--- src/design/pat_pkg.sv ---
// Shared types and codes for the priority aging task picker.
// Used by pat_ctrl, pat_dp and priority_aging_task_picker; no dependencies.

package pat_pkg;

    // action codes
    localparam logic [2:0] ACT_INSTALL = 3'd0;
    localparam logic [2:0] ACT_REMOVE  = 3'd1;
    localparam logic [2:0] ACT_KILL    = 3'd2;
    localparam logic [2:0] ACT_SET_RS  = 3'd3;
    localparam logic [2:0] ACT_CHECK   = 3'd4;
    localparam logic [2:0] ACT_YIELD   = 3'd5;

    // slot status codes
    typedef logic [1:0] slot_status_t;
    localparam slot_status_t ST_IDLE    = 2'd0;
    localparam slot_status_t ST_RUNNING = 2'd1;
    localparam slot_status_t ST_ZOMBIE  = 2'd2;

    // width of the zombie mask in a result item
    localparam int ZMASK_W = 16;

    typedef struct packed {
        logic [2:0] action;
        logic [3:0] slot;
        logic [7:0] priority_req;
    } task_item_t;

    typedef struct packed {
        logic [3:0]         current_slot;
        logic               current_valid;
        logic               switched;
        logic [ZMASK_W-1:0] new_zombies;
    } result_item_t;

    // controller -> datapath
    typedef struct packed {
        logic load;      // capture incoming item
        logic exec;      // decode and apply item, start a run if needed
        logic scan;      // one slot of the schedule scan
        logic finish;    // apply the pick
        logic deliver;   // hand result to the output register
    } ctl_cmd_t;

    // datapath -> controller
    typedef struct packed {
        logic run_go;
        logic scan_last;
        logic out_free;
    } dp_status_t;

endpackage

--- src/design/priority_aging_task_picker.sv ---
// Top level of the priority aging task picker: controller plus datapath.
// Depends on pat_pkg, pat_ctrl and pat_dp.
//
//  channel   signals                             dir   moves
//  task      task_valid, task_stall, task_item   in    one action item
//  result    result_valid, result_stall,         out   one result per item
//            result_item
//
// An item is taken only while the sequencer is idle. Install, remove, kill,
// set-resched, a check that does not run and unused codes go from decode
// straight to delivery. A schedule run scans one slot per cycle through the
// priority/age memory read port, then applies the pick and delivers; the
// sequencer takes the next item only once its result is registered.
// A held result does not block the next accept; the item after it waits.
// Reset clears the slot table at once; no clearing pass.

module priority_aging_task_picker #(
    parameter int NUM_SLOTS = 16,
    parameter int AGE_BITS  = 16,
    parameter int PRIO_BITS = 8
) (
    input  logic                   clk,
    input  logic                   rst_n,
    input  logic                   task_valid,
    output logic                   task_stall,
    input  pat_pkg::task_item_t    task_item,
    output logic                   result_valid,
    input  logic                   result_stall,
    output pat_pkg::result_item_t  result_item
);

    pat_pkg::ctl_cmd_t   cmd;
    pat_pkg::dp_status_t status;

    pat_ctrl u_ctrl (
        .clk        (clk),
        .rst_n      (rst_n),
        .task_valid (task_valid),
        .task_stall (task_stall),
        .status     (status),
        .cmd        (cmd)
    );

    pat_dp #(
        .NUM_SLOTS (NUM_SLOTS),
        .AGE_BITS  (AGE_BITS),
        .PRIO_BITS (PRIO_BITS)
    ) u_dp (
        .clk          (clk),
        .rst_n        (rst_n),
        .cmd          (cmd),
        .status       (status),
        .task_item    (task_item),
        .result_valid (result_valid),
        .result_stall (result_stall),
        .result_item  (result_item)
    );

endmodule

--- src/design/pat_ctrl.sv ---
// Sequencer for the task picker: steps each item through decode and delivery,
// with scan and finish between them when a run starts. Depends on pat_pkg.

module pat_ctrl (
    input  logic                   clk,
    input  logic                   rst_n,
    input  logic                   task_valid,
    output logic                   task_stall,
    input  pat_pkg::dp_status_t    status,
    output pat_pkg::ctl_cmd_t      cmd
);

    localparam logic [2:0] S_IDLE = 3'd0;
    localparam logic [2:0] S_EXEC = 3'd1;
    localparam logic [2:0] S_SCAN = 3'd2;
    localparam logic [2:0] S_FIN  = 3'd3;
    localparam logic [2:0] S_DONE = 3'd4;

    logic [2:0] state_reg;
    logic [2:0] state_next;

    always_comb
    begin
        state_next  = state_reg;
        cmd         = '0;
        task_stall  = 1'b1;
        unique case (state_reg)
            S_IDLE:
            begin
                task_stall = 1'b0;
                if (task_valid)
                begin
                    cmd.load   = 1'b1;
                    state_next = S_EXEC;
                end
            end
            S_EXEC:
            begin
                cmd.exec   = 1'b1;
                state_next = status.run_go ? S_SCAN : S_DONE;
            end
            S_SCAN:
            begin
                cmd.scan = 1'b1;
                if (status.scan_last)
                begin
                    state_next = S_FIN;
                end
            end
            S_FIN:
            begin
                cmd.finish = 1'b1;
                state_next = S_DONE;
            end
            S_DONE:
            begin
                cmd.deliver = 1'b1;
                if (status.out_free)
                begin
                    state_next = S_IDLE;
                end
            end
            default:
            begin
                state_next = S_IDLE;
            end
        endcase
    end

    always_ff @(posedge clk or negedge rst_n)
    begin
        if (!rst_n)
        begin
            state_reg <= S_IDLE;
        end
        else
        begin
            state_reg <= state_next;
        end
    end

endmodule

--- src/design/pat_dp.sv ---
// Datapath for the task picker: slot table, priority/age memories, scan
// compare, and result register. Depends on pat_pkg.

module pat_dp #(
    parameter int NUM_SLOTS = 16,
    parameter int AGE_BITS  = 16,
    parameter int PRIO_BITS = 8
) (
    input  logic                   clk,
    input  logic                   rst_n,
    input  pat_pkg::ctl_cmd_t      cmd,
    output pat_pkg::dp_status_t    status,
    input  pat_pkg::task_item_t    task_item,
    output logic                   result_valid,
    input  logic                   result_stall,
    output pat_pkg::result_item_t  result_item
);

    localparam int IDX_W = (NUM_SLOTS > 1) ? $clog2(NUM_SLOTS) : 1;

    pat_pkg::task_item_t item_reg;

    logic [NUM_SLOTS-1:0]                        present_reg;
    logic [NUM_SLOTS-1:0]                        kill_reg;
    logic [NUM_SLOTS-1:0]                        resched_reg;
    pat_pkg::slot_status_t [NUM_SLOTS-1:0]       status_reg;

    // priority and age; an entry is only meaningful while its slot is present
    logic [PRIO_BITS-1:0] prio_mem [NUM_SLOTS];
    logic [AGE_BITS-1:0]  age_mem  [NUM_SLOTS];
    logic [PRIO_BITS-1:0] prio_rd_reg;
    logic [AGE_BITS-1:0]  age_rd_reg;

    logic [IDX_W-1:0]     scan_reg;
    logic [PRIO_BITS-1:0] best_prio_reg;
    logic [AGE_BITS-1:0]  best_age_reg;
    logic                 picked_reg;
    logic [IDX_W-1:0]     pick_reg;
    logic [IDX_W-1:0]     run_reg;
    logic                 known_reg;
    logic                 sw_reg;
    logic [pat_pkg::ZMASK_W-1:0] zmask_reg;

    logic                  result_valid_reg;
    pat_pkg::result_item_t result_reg;

    logic [IDX_W-1:0]     slot_idx;
    logic                 slot_ok;
    logic [NUM_SLOTS-1:0] avail;
    logic [NUM_SLOTS-1:0] newz;
    logic [pat_pkg::ZMASK_W-1:0] zm;
    logic                 run_go;
    logic                 scan_last;
    logic                 out_free;
    logic [AGE_BITS-1:0]  age_eff;
    logic [AGE_BITS-1:0]  age_wb;
    logic                 take;
    logic                 stay;
    logic                 prio_we;
    logic                 age_we;
    logic [IDX_W-1:0]     age_wa;
    logic [AGE_BITS-1:0]  age_wd;
    logic                 rd_en;
    logic [IDX_W-1:0]     rd_addr;

    assign slot_idx = IDX_W'(item_reg.slot);
    assign slot_ok  = 32'(item_reg.slot) < NUM_SLOTS;

    always_comb
    begin
        for (int i = 0; i < NUM_SLOTS; i++)
        begin
            avail[i] = present_reg[i] &&
                       (status_reg[i] == pat_pkg::ST_IDLE ||
                        status_reg[i] == pat_pkg::ST_RUNNING);
        end
    end

    assign newz = avail & kill_reg;

    for (genvar g = 0; g < pat_pkg::ZMASK_W; g++)
    begin : g_zm
        if (g < NUM_SLOTS)
        begin : g_in
            assign zm[g] = newz[g];
        end
        else
        begin : g_out
            assign zm[g] = 1'b0;
        end
    end

    assign run_go = (item_reg.action == pat_pkg::ACT_YIELD) ||
                    (item_reg.action == pat_pkg::ACT_CHECK && known_reg &&
                     (resched_reg[run_reg] ||
                      status_reg[run_reg] == pat_pkg::ST_ZOMBIE));

    assign scan_last = (scan_reg == IDX_W'(NUM_SLOTS - 1));
    assign out_free  = !result_valid_reg || !result_stall;

    assign status.run_go    = run_go;
    assign status.scan_last = scan_last;
    assign status.out_free  = out_free;

    // the current task's age counts as zero for the whole run
    assign age_eff = (known_reg && run_reg == scan_reg) ? '0 : age_rd_reg;
    assign age_wb  = (avail[scan_reg] && age_eff != '1) ? age_eff + 1'b1 : age_eff;
    assign take    = avail[scan_reg] && prio_rd_reg >= best_prio_reg &&
                     age_eff >= best_age_reg;
    assign stay    = !picked_reg || (known_reg && pick_reg == run_reg);

    assign prio_we = cmd.exec && item_reg.action == pat_pkg::ACT_INSTALL && slot_ok;

    always_comb
    begin
        age_we = 1'b0;
        age_wa = slot_idx;
        age_wd = '0;
        priority if (prio_we)
        begin
            age_we = 1'b1;
        end
        else if (cmd.scan)
        begin
            age_we = 1'b1;
            age_wa = scan_reg;
            age_wd = age_wb;
        end
        else if (cmd.finish)
        begin
            age_we = stay ? known_reg : 1'b1;
            age_wa = stay ? run_reg : pick_reg;
        end
    end

    assign rd_en   = cmd.exec || (cmd.scan && !scan_last);
    assign rd_addr = cmd.exec ? '0 : IDX_W'(scan_reg + 1'b1);

    always_ff @(posedge clk)
    begin
        if (cmd.load)
        begin
            item_reg <= task_item;
        end
    end

    always_ff @(posedge clk)
    begin
        if (prio_we)
        begin
            prio_mem[slot_idx] <= PRIO_BITS'(item_reg.priority_req);
        end
        if (age_we)
        begin
            age_mem[age_wa] <= age_wd;
        end
        if (rd_en)
        begin
            prio_rd_reg <= prio_mem[rd_addr];
            age_rd_reg  <= age_mem[rd_addr];
        end
    end

    always_ff @(posedge clk or negedge rst_n)
    begin
        if (!rst_n)
        begin
            present_reg   <= '0;
            kill_reg      <= '0;
            resched_reg   <= '0;
            status_reg    <= '0;
            scan_reg      <= '0;
            best_prio_reg <= '0;
            best_age_reg  <= '0;
            picked_reg    <= 1'b0;
            pick_reg      <= '0;
            run_reg       <= '0;
            known_reg     <= 1'b0;
            sw_reg        <= 1'b0;
            zmask_reg     <= '0;
        end
        else if (cmd.exec)
        begin
            sw_reg    <= 1'b0;
            zmask_reg <= run_go ? zm : '0;
            unique case (item_reg.action)
                pat_pkg::ACT_INSTALL, pat_pkg::ACT_REMOVE:
                begin
                    if (slot_ok)
                    begin
                        present_reg[slot_idx] <= (item_reg.action == pat_pkg::ACT_INSTALL);
                        status_reg[slot_idx]  <= pat_pkg::ST_IDLE;
                        kill_reg[slot_idx]    <= 1'b0;
                        resched_reg[slot_idx] <= 1'b0;
                        if (item_reg.action == pat_pkg::ACT_REMOVE && known_reg &&
                            run_reg == slot_idx)
                        begin
                            known_reg <= 1'b0;
                            run_reg   <= '0;
                        end
                    end
                end
                pat_pkg::ACT_KILL:
                begin
                    if (slot_ok && present_reg[slot_idx])
                    begin
                        kill_reg[slot_idx] <= 1'b1;
                    end
                end
                pat_pkg::ACT_SET_RS:
                begin
                    if (known_reg)
                    begin
                        resched_reg[run_reg] <= 1'b1;
                    end
                end
                pat_pkg::ACT_CHECK, pat_pkg::ACT_YIELD:
                begin
                    if (run_go)
                    begin
                        for (int i = 0; i < NUM_SLOTS; i++)
                        begin
                            if (newz[i])
                            begin
                                status_reg[i] <= pat_pkg::ST_ZOMBIE;
                            end
                        end
                        scan_reg      <= '0;
                        best_prio_reg <= '0;
                        best_age_reg  <= '0;
                        picked_reg    <= 1'b0;
                        pick_reg      <= '0;
                    end
                end
                default:
                begin
                end
            endcase
        end
        else if (cmd.scan)
        begin
            if (take)
            begin
                best_prio_reg <= prio_rd_reg;
                best_age_reg  <= age_eff;
                pick_reg      <= scan_reg;
                picked_reg    <= 1'b1;
            end
            if (!scan_last)
            begin
                scan_reg <= scan_reg + 1'b1;
            end
        end
        else if (cmd.finish)
        begin
            if (known_reg)
            begin
                resched_reg[run_reg] <= 1'b0;
            end
            if (!stay)
            begin
                if (known_reg && status_reg[run_reg] == pat_pkg::ST_RUNNING)
                begin
                    status_reg[run_reg] <= pat_pkg::ST_IDLE;
                end
                status_reg[pick_reg] <= pat_pkg::ST_RUNNING;
                run_reg   <= pick_reg;
                known_reg <= 1'b1;
                sw_reg    <= 1'b1;
            end
        end
    end

    always_ff @(posedge clk or negedge rst_n)
    begin
        if (!rst_n)
        begin
            result_valid_reg <= 1'b0;
        end
        else if (cmd.deliver && out_free)
        begin
            result_valid_reg <= 1'b1;
        end
        else if (!result_stall)
        begin
            result_valid_reg <= 1'b0;
        end
    end

    always_ff @(posedge clk)
    begin
        if (cmd.deliver && out_free)
        begin
            result_reg.current_slot  <= known_reg ? 4'(run_reg) : 4'd0;
            result_reg.current_valid <= known_reg;
            result_reg.switched      <= sw_reg;
            result_reg.new_zombies   <= zmask_reg;
        end
    end

    assign result_valid = result_valid_reg;
    assign result_item  = result_reg;

endmodule
--- config.mk ---
export PLATFORM = sky130hd
export DESIGN_NAME = priority_aging_task_picker
export DESIGN_NICKNAME = d
export VERILOG_FILES = /design/src/design/pat_pkg.sv /design/src/design/priority_aging_task_picker.sv /design/src/design/pat_ctrl.sv /design/src/design/pat_dp.sv
export SDC_FILE = /design/constraint.sdc
export NUM_CORES = 1
export LEC_CHECK = 0
export BUFFER_PORTS_ARGS = -buffer_cell sky130_fd_sc_hd__clkbuf_2
export CORE_AREA = 2 2 232 234
export DETAILED_ROUTE_END_ITERATION = 12
export DIE_AREA = 0 0 234 236
export GPL_TIMING_DRIVEN = 0
export HOLD_SLACK_MARGIN = 0.03
export PLACE_DENSITY_LB_ADDON = 0.25
export SETUP_SLACK_MARGIN = 0.05
export SLEW_MARGIN = 20
export SYNTH_ARGS = -nofsm -noshare
export SYNTH_HDL_FRONTEND = slang
export SYNTH_HIERARCHICAL = 1
export SYNTH_SLANG_ARGS = --single-unit
export TNS_END_PERCENT = 10
--- constraint.sdc ---
create_clock -name clk -period 4.6 [get_ports clk]
set_input_delay 0.23 -clock clk [delete_from_list [all_inputs] [get_ports clk]]
set_output_delay 0.23 -clock clk [all_outputs]
set_load 0.05 [all_outputs]
==> results of run 1 <==
[power breakdown]
part	switching (mW)	leakage [nW]	internal [mW]
clock network	2.04	0.919	2.75
logic	3.64	3.80	1.83
registers	0.348	6.28	6.26
total	6.03	11.0	10.8
[metal layers]
layer / global-route usage / share of wire / vias up
met3: 0.04183 / 0.074 / 182
met5: 0 / 0 / -
met1: 0.3809 / 0.41 / 9016
met2: 0.4388 / 0.47 / 841
met4: 0.1038 / 0.041 / 0
li1: - / - / 7809
[cell type report]
cell class                 instances  share of cell area
clock inverter                    25            0.009952
buffer                           131             0.01869
multi-input combinational       1197              0.2922
sequential                       584              0.5652
timing repair buffer              77             0.02104
tap                              696             0.02923
clock buffer                      84             0.05476
inverter                          71            0.008944
[worst paths after layout]
kind / endpoint / slack, ns
max: u_dp/age_mem[11][11] / 0.24
min: u_dp/zmask_reg[15] / 0.13
max reg2reg: u_dp/age_mem[11][11] / 0.24
min reg2reg: u_dp/result_item[11] / 0.46
max in group asynchronous: u_dp/present_reg[6] / 3.67
min in group clk: u_dp/item_reg[12] / 0.31
[layout by cell type, fill, tap and decap left out, types with 10 or more instances in the layout]
| master | synthesis | routed |
|---|---|---|
| a211oi_1 | 77 | 76 |
| a21o_1 | 12 | 12 |
| a21oi_1 | 94 | 84 |
| a21oi_4 | 0 | 10 |
| a311oi_1 | 26 | 26 |
| a31oi_1 | 36 | 36 |
| and2_1 | 58 | 58 |
| buf_1 | 16 | 16 |
| buf_2 | 12 | 11 |
| clkbuf_1 | 96 | 107 |
| clkbuf_16 | 0 | 60 |
| clkbuf_2 | 1 | 50 |
| dfrtp_1 | 139 | 139 |
| dlygate4sd3_1 | 0 | 18 |
| edfxtp_1 | 445 | 445 |
| ha_1 | 26 | 26 |
| inv_1 | 69 | 69 |
| mux2i_1 | 138 | 136 |
| mux4_2 | 41 | 41 |
| nand2_1 | 210 | 210 |
| nand2b_1 | 29 | 29 |
| nand3_1 | 34 | 34 |
| nand3b_1 | 11 | 11 |
| nand4_1 | 13 | 13 |
| nor2_1 | 90 | 71 |
| nor2_2 | 2 | 11 |
| nor2_4 | 0 | 10 |
| nor2b_1 | 17 | 17 |
| nor3_1 | 25 | 22 |
| o21ai_0 | 66 | 65 |
| o2bb2ai_1 | 18 | 18 |
| o31ai_1 | 17 | 16 |
| o32a_1 | 13 | 13 |
| xnor2_1 | 12 | 12 |
[through the flow]
step / power (mW) / cell area [µm²] / hold WS (ns) / cells
after detailed placement: 12.01 / 27460 / 0.2317 / 2734
after CTS: 16.87 / 29740 / 0.1319 / 2864
after global placement: 11.81 / 27150 / 0.4083 / 2721
final: 16.88 / 29800 / 0.1341 / 2865
after floorplan: 10.09 / 26070 / -0.06559 / 1983
after global routing: 17.56 / 29800 / 0.1701 / 2865
[repair_timing]
action,CTS,global route
gates resized for setup,28,12
buffers inserted,3,1
endpoints found under the hold margin,71,0
pin swaps,3,1
endpoints found under the setup margin,264,196
hold buffers,18,0
[cell families after synthesis]
logic type,Yosys count,synth area share
muxes,184,0.09058
xor gates and xnor gates,16,0.005376
buffers and inverters,202,0.03058
AOI/OAI and AO/OA,438,0.1157
adders and majority gates,26,0.01248
and+or+nand+nor,533,0.09913
DFF,584,0.6461
[critical path, stage by stage, from the launching register on]
cell       delay, ns
dfrtp_1         0.32
clkbuf_4        0.22
buf_6           0.22
buf_4           0.25
xnor2_1         0.10
and3_1          0.21
nand2_1         0.08
clkbuf_2        0.23
buf_2           0.26
nand2_1         0.10
inv_1           0.14
ha_1            0.24
nand3_1         0.09
nor3_1          0.26
o2111a_1        0.29
a2111oi_1       0.08
clkbuf_2        0.25
a31o_2          0.30
a21oi_4         0.43
==> results.py, run 1 <==
metrics = {
    "worst_setup_path": {
        "crit_path_max_fanout": 16,
        "startpoint_type": "register",
        "startpoint": "u_dp/run_reg[0]",
        "rr_worst_depth": 18,
        "crit_required_ns": 4.97,
        "crit_type": "reg2reg",
        "r2r_start": "u_dp/run_reg[0]",
        "end_kind": "register",
        "cp.arrival_ns": 4.73,
    },
    "placement": {
        "dp_hpwl_mm": 52.79,
        "io_buffers": 42,
        "gp_congestion": 0.9435,
        "place_ws_ns": -0.7291,
    },
    "hold_path": {
        "hold_path.class": "in2async",
    },
    "status": {
        "status": "completed",
    },
    "sta": {
        "rsz0062_at_grt": "no",
        "slew_headroom": 0.2444,
        "tightest_slew_ns": 1.133,
        "hold_viol": 0,
        "drv_slew": 0,
        "period_needed_ns": 4.364,
        "max_freq_ghz": 0.2291,
        "finalWorstSetupSlack_ns": 0.2356,
        "setup_violations": 0,
        "fin_skew_ns": 0.01773,
        "post-route-period-util": 0.9488,
        "finalSetupTns_ns": 0,
    },
    "routing": {
        "vias": 17850,
        "avgRoutedWirePerCell_um": 26.29,
        "drt_first_pass_iters": 5,
        "totalWireLength_mm": 75.33,
        "drc_errors": 0,
        "drtIter0Drc": 2115,
        "routed_via_density": 6.230,
        "postRouteAntennaNets": 0,
    },
    "finish": {
        "fill_cells": 4234,
        "drive_gt1_frac": 0.1245,
        "syn2layout_area_growth_pct": 14.31,
        "nets": 2166,
        "antennaDiodeCount": 0,
        "multi_input_area_um2": 8706,
        "fin_util": 0.5615,
        "largest_reg_flops": 256,
        "seqCellArea_um2": 16840,
    },
    "yosys": {
        "netlist_top_cells_area": "edfxtp_1 (51%), dfrtp_1 (13%), mux2i_1 (5.3%)",
        "yosys-top-cells-count": "edfxtp_1 (445), nand2_1 (210), dfrtp_1 (139), mux2i_1 (138), clkbuf_1 (96)",
        "yosysUniqueCellTypes": 79,
        "ys_seq_area_frac": 0.6461,
        "synth_cells": 1983,
        "yosysMostFrequentCell": "edfxtp_1",
        "syn-num-nets": 2028,
        "yosysTopAreaCell": "edfxtp_1",
        "synth-main-ff-cell": "edfxtp_1",
        "synth-seq-cells": 584,
        "syn_area_um2": 26060,
        "yosysWarnings": 6,
        "netlist.area_leader.share": 0.5127,
        "syn_area_per_cell_um2": 13.14,
        "synth_edf_count": 445,
        "synthArstFlopShare": 0.2380,
    },
    "floorplan": {
        "core_um2": 53070,
        "die_area_um2": 55220,
        "chipWidth_um": 234,
        "start_util": 0.4911,
        "num_rows": 85,
        "boundaryPins": 43,
        "die_h_um": 236,
    },
    "clocking": {
        "clk_path_buf_depth": 3,
        "cts_max_level": 2,
        "root_buffer": "clkbuf_16",
        "cts.sink_count": 584,
        "cts_tree": "yes",
        "clk_latency_ns": 0.63,
        "cts_buffers": 59,
        "clkTransAtPathRegs_ns": 0.06,
    },
    "global_route": {
        "grt_pass1_vias": 17730,
        "gr-total-overflow": 0,
        "grt_start_max_net_pins": 86,
        "antenna_found_initial": 0,
        "grt_pass1_wl_mm": 112.6,
        "track_usage": 0.2748,
    },
    "job": {
        "drv_cap": 0,
    },
    "power": {
        "powerDensity_nw_per_um2": 566.4,
        "p_leak_nw": 11.00,
        "peakVddDrop_uv": 358.3,
    },
}
Note: power is estimated with default switching activity, not from simulation.
==> inputs of run 2 (changes only) <==
Clock period 4.6 ns to 5.2 ns, I/O delays scaled along.
==> run 2 against run 1 <==
- clock power is 12% lower
- core utilization is 0.13 points lower
- design area fell by 0.24%
- global-route usage shrank 0.060 points
- total power fell by 12%
- first-iteration DRC count rose by 2.4%
- sequential share of layout area is 0.14 points higher
- clock-buffer cell count unchanged
- combinational power fell by 12%
- worst hold slack better by 0.030 ns
- critical endpoint is now u_dp/age_mem[15][7]
- highest routed layer unchanged
==> results.py, run 2 (synthesis gave the netlist of run 1 again) <==
metrics = {
    "status": {
        "status": "completed",
    },
    "finish": {
        "nets": 2163,
        "drive_gt1_frac": 0.1200,
        "mostFrequentLayoutCell": "edfxtp_1",
        "largest_reg_flops": 256,
        "antennaDiodeCount": 0,
        "final_cell_mix": "edfxtp_1 (445), nand2_1 (210), dfrtp_1 (139)",
        "syn2layout_area_growth_pct": 14.04,
    },
    "floorplan": {
        "die_area_um2": 55220,
        "core_um2": 53070,
        "boundaryPins": 43,
        "start_util": 0.4911,
        "chipWidth_um": 234,
        "die_h_um": 236,
        "num_rows": 85,
    },
    "routing": {
        "totalWireLength_mm": 74.84,
        "routed_via_density": 6.227,
        "postRouteAntennaNets": 0,
        "vias": 17820,
        "drc_errors": 0,
        "drt_first_pass_iters": 5,
        "drtIter0Drc": 2165,
        "avgRoutedWirePerCell_um": 26.15,
    },
    "power": {
        "power_mw": 14.89,
        "p_switching_mw": 5.305,
        "cellInternalPower_mw": 9.580,
        "sw_frac_of_total": 0.3564,
        "comb_power_share": 0.323,
        "power.share.clock": 0.284,
        "seq_power_share": 0.393,
        "powerDensity_nw_per_um2": 500.8,
        "peakVddDrop_uv": 316.5,
        "p_leak_nw": 10.96,
    },
    "global_route": {
        "grt_pass1_vias": 17710,
        "track_usage": 0.2742,
        "antenna_found_initial": 0,
        "grt_start_max_net_pins": 86,
        "grt_pass1_wl_mm": 112.4,
        "gr-total-overflow": 0,
    },
    "sta": {
        "hold_viol": 0,
        "slew_headroom": 0.2499,
        "fin_skew_ns": 0.02137,
        "period_needed_ns": 4.919,
        "finalSetupTns_ns": 0,
        "drv_slew": 0,
        "max_freq_ghz": 0.2033,
        "tightest_slew_ns": 1.125,
        "post-route-period-util": 0.9460,
        "setup_violations": 0,
        "rsz0062_at_grt": "yes",
    },
    "worst_setup_path": {
        "crit_type": "reg2reg",
        "crit_path_max_fanout": 16,
        "cp.arrival_ns": 5.27,
        "crit_required_ns": 5.55,
        "end_kind": "register",
        "startpoint_type": "register",
    },
    "placement": {
        "io_buffers": 42,
        "gp_congestion": 0.9435,
        "dp_hpwl_mm": 52.79,
    },
    "clocking": {
        "root_buffer": "clkbuf_16",
        "clkTransAtPathRegs_ns": 0.06,
        "clk_latency_ns": 0.63,
        "clk_path_buf_depth": 3,
        "cts.sink_count": 584,
        "cts_buffers": 59,
        "cts_tree": "yes",
        "cts_max_level": 2,
    },
    "hold_path": {
        "hold_path.class": "in2async",
    },
    "job": {
        "drv_cap": 0,
    },
}
-- run 2: cell count changes in the layout (fill, tap and decap cells not counted), moves of 2 or more --
cell / change
buf_2: +2
buf_6: -2
clkbuf_1: +6
clkbuf_2: -5
clkbuf_4: -2
-- run 2: final timing paths --
path	start	end	slack [ns]	depth (start not counted)
min in group clk	task_item[12]	u_dp/item_reg[12]	0.35	2
setup / recovery	u_dp/run_reg[0]	u_dp/age_mem[15][7]	0.28	18
hold / removal	rst_n	u_dp/zmask_reg[15]	0.16	2
setup reg to reg	u_dp/run_reg[0]	u_dp/age_mem[15][7]	0.28	18
max in group asynchronous	rst_n	u_dp/present_reg[6]	4.24	3
hold reg to reg	u_dp/zmask_reg[11]	u_dp/result_item[11]	0.45	0
-- run 2: through the flow --
stage	worst slack [ns]	instance area, µm²	utilization	hold slack (ns)	std cells
floorplan	1.224	26070	-	-0.03559	1983
global placement	-0.1213	27150	0.5115	0.4383	2721
detailed placement	-0.1291	27460	0.5175	0.2617	2734
CTS	0.06697	29610	0.5579	0.1619	2861
global route	0.02385	29720	0.5601	0.2001	2862
finish	0.2809	29720	0.5601	0.1640	2862
-- run 2: cell type report --
class | count | area (µm²)
sequential | 584 | 16840
timing repair buffer | 74 | 591.8
tap | 696 | 870.8
inverter | 71 | 266.5
multi-input combinational | 1197 | 8692
clock buffer | 84 | 1632
fill | 4243 | 23340
clock inverter | 25 | 296.5
buffer | 131 | 534.3
-- run 2: per-layer routing --
metal,track usage,vias to the layer above,share of wire
met5,0,-,0
met3,0.04255,175,0.079
met1,0.3807,8978,0.41
met4,0.1001,0,0.039
li1,-,7809,-
met2,0.4382,860,0.47
-- run 2: critical path: stages, from the launching register on --
cell and delay, ns:
dfrtp_1 0.32, buf_2 0.25, buf_4 0.30, buf_4 0.26
xnor2_1 0.16, and3_1 0.23, nand2_1 0.08, clkbuf_1 0.24
clkbuf_2 0.26, nand2_1 0.12, inv_1 0.09, ha_1 0.24
nand3_1 0.10, nor3_1 0.07, o2111a_1 0.16, a2111oi_0 0.49
clkbuf_1 0.45, nand4_1 0.26, mux2i_4 0.55
-- run 2: power by group through the flow --
stage	clock, mW	sequential (mW)	combinational, mW
final	4.23	5.84	4.81
after global placement	0	5.92	4.53
after floorplan	0	5.97	2.96
after global routing	4.50	5.88	5.13
after detailed placement	0	5.93	4.69
after CTS	4.32	5.83	4.73
-- run 2: what timing repair did --
item / 4_1_cts / 5_1_grt
pin swaps: 0 / 1
endpoints found under the hold margin: 71 / 0
setup buffers: 0 / 1
endpoints found under the setup margin: 128 / 196
hold buffers: 18 / 0
resized for setup: 8 / 13
